<file path="config.mk">
export PLATFORM = sky130hd
export DESIGN_NAME = tick_task_dispatcher
export DESIGN_NICKNAME = d
export VERILOG_FILES = /design/src/rtl/ttd_pkg.sv /design/src/rtl/ttd_ram.sv /design/src/rtl/ttd_seq.sv /design/src/rtl/tick_task_dispatcher.sv
export SDC_FILE = /design/constraint.sdc
export NUM_CORES = 1
export LEC_CHECK = 0
export ABC_CLOCK_PERIOD_IN_PS = 7300
export BUFFER_PORTS_ARGS = -buffer_cell sky130_fd_sc_hd__buf_2
export CAP_MARGIN = 20
export CORE_MARGIN = 3
export CORE_UTILIZATION = 62
export CTS_CLUSTER_DIAMETER = 60
export DETAILED_ROUTE_END_ITERATION = 12
export PLACE_DENSITY = 0.8
export SYNTH_ARGS = -nofsm -noshare
export SYNTH_HDL_FRONTEND = slang
export SYNTH_HIERARCHICAL = 1
export SYNTH_SLANG_ARGS = --single-unit
</file>
<file path="constraint.sdc">
create_clock -name i_clk -period 7.3 [get_ports i_clk]
set_clock_uncertainty 0.2 [all_clocks]
set_input_delay 0 -clock i_clk [delete_from_list [all_inputs] [get_ports i_clk]]
set_output_delay 0 -clock i_clk [all_outputs]
set_load 0.05 [all_outputs]
</file>
<file path="src/rtl/ttd_pkg.sv">
`timescale 1ns / 1ps
// Package for the tick task dispatcher: word types, kind codes, defaults.
// No dependencies.
package ttd_pkg;

    localparam int MAX_TASKS_DEF   = 8;
    localparam int COUNT_WIDTH_DEF = 16;

    localparam logic [7:0] LEVEL_RESET = 8'hFF;

    localparam logic [1:0] KIND_ADD     = 2'd0;
    localparam logic [1:0] KIND_TICK    = 2'd1;
    localparam logic [1:0] KIND_DISABLE = 2'd2;

    typedef struct packed {
        logic [1:0]  kind;
        logic [7:0]  task_tag;
        logic [15:0] period;
        logic [15:0] initial_delay;
        logic [7:0]  priority_req;
    } t_in_word;

    typedef struct packed {
        logic       is_dispatch;
        logic       add_accepted;
        logic [7:0] dispatched_tag;
        logic       last;
    } t_out_word;

endpackage

</file>
<file path="src/rtl/ttd_ram.sv">
`timescale 1ns / 1ps
// Generic simple dual-port RAM: one write port, one read port, registered read.
// No dependencies.
module ttd_ram #(
    parameter int WIDTH = 48,
    parameter int DEPTH = 8
) (
    input  logic                                   i_clk,
    input  logic                                   i_we,
    input  logic [(DEPTH > 1 ? $clog2(DEPTH) : 1)-1:0] i_waddr,
    input  logic [WIDTH-1:0]                       i_wdata,
    input  logic                                   i_re,
    input  logic [(DEPTH > 1 ? $clog2(DEPTH) : 1)-1:0] i_raddr,
    output logic [WIDTH-1:0]                       o_rdata
);

    logic [WIDTH-1:0] r_mem [DEPTH];
    logic [WIDTH-1:0] r_rdata;

    always_ff @(posedge i_clk) begin
        if (i_we) begin
            r_mem[i_waddr] <= i_wdata;
        end
        if (i_re) begin
            r_rdata <= r_mem[i_raddr];
        end
    end

    assign o_rdata = r_rdata;

endmodule

</file>
<file path="src/rtl/ttd_seq.sv">
`timescale 1ns / 1ps
// Sequencer for the task table: sorted insert, tick sweep, tail disable.
// Depends on ttd_pkg and ttd_ram.
module ttd_seq #(
    parameter int MAX_TASKS   = ttd_pkg::MAX_TASKS_DEF,
    parameter int COUNT_WIDTH = ttd_pkg::COUNT_WIDTH_DEF
) (
    input  logic              i_clk,
    input  logic              i_rst_n,
    input  logic              i_start,
    input  ttd_pkg::t_in_word i_in_word,
    input  logic [7:0]        i_level,
    output logic              o_busy,
    output logic              o_res_strobe,
    output ttd_pkg::t_out_word o_res_word
);

    localparam int IW   = (MAX_TASKS > 1) ? $clog2(MAX_TASKS) : 1;
    localparam int CNTW = $clog2(MAX_TASKS + 1);
    localparam int CW   = COUNT_WIDTH;
    localparam int EW   = 16 + 2 * CW;
    localparam int CD_LO  = 8;
    localparam int PER_LO = 8 + CW;
    localparam int TAG_LO = 8 + 2 * CW;

    typedef enum logic [6:0] {
        S_IDLE    = 7'b0000001,
        S_ADD_RD  = 7'b0000010,
        S_ADD_CHK = 7'b0000100,
        S_ADD_WR  = 7'b0001000,
        S_TICK    = 7'b0010000,
        S_DIS_RD  = 7'b0100000,
        S_DIS_WR  = 7'b1000000
    } t_state;

    t_state             r_state, n_state;
    ttd_pkg::t_in_word  r_item, n_item;
    logic [CNTW-1:0]    r_count, n_count;
    logic [CNTW-1:0]    r_idx, n_idx;
    logic               r_dv, n_dv;
    logic [IW-1:0]      r_widx, n_widx;
    logic               r_pend, n_pend;
    logic [7:0]         r_pend_tag, n_pend_tag;
    logic               r_out_stb, n_out_stb;
    ttd_pkg::t_out_word r_out, n_out;

    logic            we, re;
    logic [IW-1:0]   waddr, raddr;
    logic [EW-1:0]   wdata, rdata;

    logic [CNTW-1:0] idx_inc, idx_dec, cnt_dec;
    logic [CW-1:0]   new_per, new_cd, rd_cd, rd_per, cd_dec;
    logic [7:0]      rd_pri, rd_tag;
    logic [EW-1:0]   new_entry;
    logic            due;

    ttd_ram #(
        .WIDTH(EW),
        .DEPTH(MAX_TASKS)
    ) u_ram (
        .i_clk  (i_clk),
        .i_we   (we),
        .i_waddr(waddr),
        .i_wdata(wdata),
        .i_re   (re),
        .i_raddr(raddr),
        .o_rdata(rdata)
    );

    assign idx_inc = r_idx + 1'b1;
    assign idx_dec = r_idx - 1'b1;
    assign cnt_dec = r_count - 1'b1;

    assign new_per   = CW'({{CW{1'b0}}, r_item.period});
    assign new_cd    = CW'({{CW{1'b0}}, r_item.initial_delay});
    assign new_entry = {r_item.task_tag, new_per, new_cd, r_item.priority_req};

    assign rd_pri = rdata[7:0];
    assign rd_cd  = rdata[CD_LO +: CW];
    assign rd_per = rdata[PER_LO +: CW];
    assign rd_tag = rdata[TAG_LO +: 8];
    assign cd_dec = rd_cd - 1'b1;
    assign due    = (cd_dec == '0) && (rd_pri < i_level);

    always_comb begin
        n_state    = r_state;
        n_item     = r_item;
        n_count    = r_count;
        n_idx      = r_idx;
        n_dv       = 1'b0;
        n_widx     = r_widx;
        n_pend     = r_pend;
        n_pend_tag = r_pend_tag;
        n_out_stb  = 1'b0;
        n_out      = r_out;
        we         = 1'b0;
        re         = 1'b0;
        waddr      = r_idx[IW-1:0];
        raddr      = r_idx[IW-1:0];
        wdata      = new_entry;

        case (r_state)
            S_IDLE: begin
                if (i_start) begin
                    n_item = i_in_word;
                    case (i_in_word.kind)
                        ttd_pkg::KIND_ADD: begin
                            if (r_count >= CNTW'(MAX_TASKS)) begin
                                n_out_stb = 1'b1;
                                n_out     = '{is_dispatch: 1'b0, add_accepted: 1'b0,
                                              dispatched_tag: 8'd0, last: 1'b1};
                            end else if (r_count == '0) begin
                                n_idx   = '0;
                                n_state = S_ADD_WR;
                            end else begin
                                n_idx   = cnt_dec;
                                n_state = S_ADD_RD;
                            end
                        end
                        ttd_pkg::KIND_TICK: begin
                            n_idx   = '0;
                            n_pend  = 1'b0;
                            n_state = S_TICK;
                        end
                        ttd_pkg::KIND_DISABLE: begin
                            if (r_count != '0) begin
                                n_state = S_DIS_RD;
                            end
                        end
                        default: begin
                        end
                    endcase
                end
            end
            S_ADD_RD: begin
                re      = 1'b1;
                n_state = S_ADD_CHK;
            end
            S_ADD_CHK: begin
                we    = 1'b1;
                waddr = idx_inc[IW-1:0];
                if (rd_pri > r_item.priority_req) begin
                    wdata = rdata;
                    if (r_idx == '0) begin
                        n_state = S_ADD_WR;
                    end else begin
                        n_idx   = idx_dec;
                        n_state = S_ADD_RD;
                    end
                end else begin
                    n_count   = r_count + 1'b1;
                    n_out_stb = 1'b1;
                    n_out     = '{is_dispatch: 1'b0, add_accepted: 1'b1,
                                  dispatched_tag: 8'd0, last: 1'b1};
                    n_state   = S_IDLE;
                end
            end
            S_ADD_WR: begin
                we        = 1'b1;
                n_count   = r_count + 1'b1;
                n_out_stb = 1'b1;
                n_out     = '{is_dispatch: 1'b0, add_accepted: 1'b1,
                              dispatched_tag: 8'd0, last: 1'b1};
                n_state   = S_IDLE;
            end
            S_TICK: begin
                if (r_idx < r_count) begin
                    re     = 1'b1;
                    n_idx  = idx_inc;
                    n_dv   = 1'b1;
                    n_widx = r_idx[IW-1:0];
                end
                if (r_dv) begin
                    we    = 1'b1;
                    waddr = r_widx;
                    wdata = {rd_tag, rd_per, (due ? rd_per : cd_dec), rd_pri};
                    if (due) begin
                        if (r_pend) begin
                            n_out_stb = 1'b1;
                            n_out     = '{is_dispatch: 1'b1, add_accepted: 1'b0,
                                          dispatched_tag: r_pend_tag, last: 1'b0};
                        end
                        n_pend     = 1'b1;
                        n_pend_tag = rd_tag;
                    end
                end else if (r_idx >= r_count) begin
                    if (r_pend) begin
                        n_out_stb = 1'b1;
                        n_out     = '{is_dispatch: 1'b1, add_accepted: 1'b0,
                                      dispatched_tag: r_pend_tag, last: 1'b1};
                    end
                    n_pend  = 1'b0;
                    n_state = S_IDLE;
                end
            end
            S_DIS_RD: begin
                re      = 1'b1;
                raddr   = cnt_dec[IW-1:0];
                n_state = S_DIS_WR;
            end
            S_DIS_WR: begin
                we      = 1'b1;
                waddr   = cnt_dec[IW-1:0];
                wdata   = {rdata[EW-1:8], i_level};
                n_state = S_IDLE;
            end
            default: begin
                n_state = S_IDLE;
            end
        endcase
    end

    always_ff @(posedge i_clk) begin
        if (!i_rst_n) begin
            r_state   <= S_IDLE;
            r_count   <= '0;
            r_dv      <= 1'b0;
            r_pend    <= 1'b0;
            r_out_stb <= 1'b0;
        end else begin
            r_state   <= n_state;
            r_count   <= n_count;
            r_dv      <= n_dv;
            r_pend    <= n_pend;
            r_out_stb <= n_out_stb;
        end
        r_item     <= n_item;
        r_idx      <= n_idx;
        r_widx     <= n_widx;
        r_pend_tag <= n_pend_tag;
        r_out      <= n_out;
    end

    assign o_busy       = (r_state != S_IDLE);
    assign o_res_strobe = r_out_stb;
    assign o_res_word   = r_out;

endmodule

</file>
<file path="src/rtl/tick_task_dispatcher.sv">
`timescale 1ns / 1ps
// Top level of the tick task dispatcher: level register and sequencer.
// Depends on ttd_pkg and ttd_seq.
//
//  channel  | signals                          | transfer
//  ---------+----------------------------------+-------------------------------
//  command  | start, busy, i_in_word           | start && !busy
//  result   | o_res_strobe, o_res_word         | strobe, one cycle, no stall
//  config   | i_cfg_valid, o_cfg_ready, i_cfg_data | valid && ready
//
// Add: a single write into an empty table, else a read and a compare per entry examined,
// plus a head write when the word lands at the head; a full table answers next cycle, never busy.
// Tick: sweeps every entry, one read and one write-back a cycle.
// Disable: a read then a write back, skipped on an empty table. Config ready only when idle.
// Reset empties the table and sets the level to 255. Results cannot be stalled.
module tick_task_dispatcher #(
    parameter int MAX_TASKS   = ttd_pkg::MAX_TASKS_DEF,
    parameter int COUNT_WIDTH = ttd_pkg::COUNT_WIDTH_DEF
) (
    input  logic               i_clk,
    input  logic               i_rst_n,
    input  logic               start,
    output logic               busy,
    input  ttd_pkg::t_in_word  i_in_word,
    output logic               o_res_strobe,
    output ttd_pkg::t_out_word o_res_word,
    input  logic               i_cfg_valid,
    output logic               o_cfg_ready,
    input  logic [7:0]         i_cfg_data
);

    logic [7:0] r_level;
    logic       seq_busy;

    assign o_cfg_ready = !seq_busy;

    always_ff @(posedge i_clk) begin
        if (!i_rst_n) begin
            r_level <= ttd_pkg::LEVEL_RESET;
        end else if (i_cfg_valid && o_cfg_ready) begin
            r_level <= i_cfg_data;
        end
    end

    ttd_seq #(
        .MAX_TASKS  (MAX_TASKS),
        .COUNT_WIDTH(COUNT_WIDTH)
    ) u_seq (
        .i_clk       (i_clk),
        .i_rst_n     (i_rst_n),
        .i_start     (start && !seq_busy),
        .i_in_word   (i_in_word),
        .i_level     (r_level),
        .o_busy      (seq_busy),
        .o_res_strobe(o_res_strobe),
        .o_res_word  (o_res_word)
    );

    assign busy = seq_busy;

endmodule

</file>
==> metrics <==
Mean Syn Cell Area=17.61 sq um; Syn. warnings=6; H-tree level count=2; EDFF count, synth=506; Reg2Reg Depth=10; DR WL/cell=30.25 um; number of synthesized register bits=528; global-route wire length before repair=88,480 um; Min Clock Period, post-route=5061 ps; Pwr Density=308.3 nW/um^2; largest net degree at the start of global routing=97; Yosys top cell area share=0.6882; FFs w/ async S/R, synth=0; number of core rows=68; Initial Util=0.6345; RR Startpoint=u_seq/r_state[5]; Clock Latency Late Sink=590 ps; hold path endpoint=u_seq/r_pend; CP max FO=18; RSZ-0062 raised after global routing=false; most frequent cell after synthesis=edfxtp_1; layout cells sized above 1=0.2400; Final Max Tran Viols=0; Detail Placement HPWL=30,750 um; I/O Buffers=75; Slowest cell on crit path=clkinv_1; Worst R2R End=u_seq/u_ram/r_mem[1][26]; crit path cell chain=or4_4, nor2_4, nand2_1, nor2_2, clkinv_1, nand3_1, nand2b_1, nor2_4, buf_16, buf_4; hold buffer count at CTS=127; Die H=194.7 um; CP Data Required Time=7360 ps; Unique masters post-synth=75; via count of the routed design=13,270; Root Driver=clkbuf_16; Ports=76; Post-Route Hold Slack=231.0 ps; Clk pwr share=0.353; Tcrit/Tclk final=0.6932; final worst slack=2239 ps; Max Buffers Root-to-Sink=3; WL final=59,260 um; synth top area cells=edfxtp_1 (69%), mux4_2 (9.5%), mux2_4 (2.7%), o21ai_0 (2.3%), dfxtp_1 (2.0%); vias in the first global route=13,370; drt drc=0; DIE AREA=37,910 sq um; Post-Route Setup TNS=0 ps; Max-cap violations=0; CP top delay family=simple AND/OR/NAND/NOR gates; TritonCTS clock tree=yes; gpl congestion=0.9211; total congestion overflow=0; CTS clock-pin slew for the worst setup and hold paths=60 ps; Rel. slew slack=0.2726; via-per-instance ratio=6.775; Hold Startpoint=i_rst_n; Synth Flop Type=edfxtp_1; critical path type=reg2reg; Core Footprint=34,800 sq um; initial antenna violation count=0; P_int=5.867 mW; Final setup viols=0; Net Sw Power=2.150 mW; status=finished clean; Place WS=2311 ps; Placement Cell Area=22,910 sq um; crit start category=flip-flop; Fmax achieved=0.1976 GHz; Worst Hold Depth=4; Design Area, Final=26,000 sq um; Worst R2R Setup Slack=2240 ps; sequential fraction of the synthesis area=0.7081; CP arrival=5120 ps; total global-route track usage=0.3152; Post-CTS Repair Setup Buffers=0; Post-DRT Antenna Nets=0; Detailed Routing Iterations Pass 1=7; First DRT Iteration DRCs=1,480; sequential share of power=0.473; # diodes=0; Leak Pwr=8.782 nW; Syn-to-layout area delta=17.76%; Synth Cell Area=22,080 sq um; VDD IR max=0.0002832 V; HP Class=in2reg; Post-synth top cells=edfxtp_1 (506), o21ai_0 (101), mux4_2 (93); Setup crit end kind=flip-flop; Syn Inst Count=1,254; Switching Fraction=0.2682; leading area contributor after synthesis=edfxtp_1; Nets=1,552; Worst path most repeated cell=nor2_4; Critical Path Max Stage Delay=750 ps; Num CTS Buffers=51; CP bufs+invs=3; CTS resizes=0; Synthesized Nets=1,344; Tot Pwr=8.017 mW; number of failing hold endpoints at the final stage=0; die width=194.7 um; Slew @ Worst Pin=1080 ps; Combinational Power Share=0.174; clk sink count=528
-- registers in the layout, indices dropped and copies added (netlist names) --
| signal | cells |
|---|---|
| r_level | 8 |
| u_seq/r_pend | 1 |
| u_seq/r_widx | 3 |
| u_seq/u_ram/r_mem | 384 |
| u_seq/r_count | 4 |
| u_seq/u_ram/o_rdata | 48 |
| u_seq/r_idx | 4 |
| u_seq/new_cd | 16 |
| u_seq/r_dv | 1 |
| u_seq/new_entry | 16 |
| u_seq/r_pend_tag | 8 |
| u_seq/new_per | 16 |
| u_seq/o_res_word | 11 |
| u_seq/o_res_strobe | 1 |
| u_seq/r_state | 7 |
-- final cells by class --
cell class	count	area, sq um
Clock buffer	58	1303
Clock inverter	37	498.0
Fill cell	1873	8796
Inverter	49	183.9
Multi-Input combinational cell	606	5941
Sequential cell	528	15640
Tap cell	455	569.3
Timing Repair Buffer	226	1873
-- how the worst max path moves through the flow --
| stage | to | depth (start not counted) | startpoint |
|---|---|---|---|
| floorplan | u_seq/u_ram/r_mem[0][0] | 9 | u_seq/r_state[1] |
| CTS | u_seq/u_ram/r_mem[6][23] | 9 | u_seq/r_state[5] |
| finish | u_seq/u_ram/r_mem[1][26] | 10 | u_seq/r_state[5] |
| detailed placement | u_seq/u_ram/r_mem[6][9] | 9 | u_seq/r_state[5] |
| global placement | u_seq/u_ram/r_mem[1][31] | 9 | u_seq/r_state[5] |
| global route | u_seq/u_ram/r_mem[6][23] | 9 | u_seq/r_state[5] |
-- power groups by stage --
| stage | logic [mW] | clock network [mW] | registers (mW) |
|---|---|---|---|
| after detailed placement | 1.24 | 0 | 3.84 |
| after global routing | 1.47 | 2.97 | 3.80 |
| after CTS | 1.35 | 2.84 | 3.78 |
| after global placement | 1.20 | 0 | 3.84 |
| final | 1.39 | 2.83 | 3.79 |
| after floorplan | 0.832 | 0 | 3.88 |
-- worst min-delay path, delay by kind of cell --
| kind | cells | cell delay, ps |
|---|---|---|
| buffers and inverters | 2 | 790 |
| and+or+nand+nor | 1 | 110 |
| AOI/OAI and AO/OA | 1 | 60 |
-- logic make-up after synthesis --
group | after synthesis | share of synthesized area
XOR/XNOR | 17 | 0.006743
flip-flops | 528 | 0.7081
AO/OA/AOI/OAI | 210 | 0.06080
multiplexers | 148 | 0.1316
AND/OR/NAND/NOR | 203 | 0.04953
buffers and inverters | 120 | 0.02737
adder cells (fa/ha/maj) | 28 | 0.01587
-- cells in the final DEF (no fill, tap or decap), types with 5 or more instances in the layout --
cell type / count
clkinv_1: 10
nand3b_1: 8
a31oi_1: 8
xor2_1: 7
buf_4: 19
nor2b_1: 5
o21ai_0: 98
and4b_1: 5
edfxtp_1: 506
mux4_2: 93
nand2b_1: 5
or2_2: 6
inv_1: 48
clkbuf_16: 51
mux2_4: 40
o211ai_2: 8
ha_1: 28
nand4_1: 8
and2_1: 10
o221ai_1: 9
dfxtp_1: 22
mux2_2: 9
nor2_4: 7
clkbuf_1: 7
nor3_1: 13
o211ai_1: 13
nand3_1: 22
dlygate4sd3_1: 127
nor4_1: 7
xnor2_1: 10
buf_2: 76
nor2_1: 25
a21oi_1: 28
nand2_1: 54
bufinv_16: 10
clkinv_2: 7
-- per-layer routing --
layer / GRT usage / routed length (um)
met2: 0.5008 / 29180
met3: 0.06292 / 5954
met1: 0.4453 / 22000
met4: 0.1120 / 2121
met5: 0 / 0
-- through the flow --
step	std cells	util
2_1_floorplan	1254	-
3_3_place_gp	1733	0.6571
5_1_grt	1959	0.7472
3_5_place_dp	1735	0.6585
6_report	1959	0.7472
4_1_cts	1957	0.7468
Power figures use the tool's default switching activity.
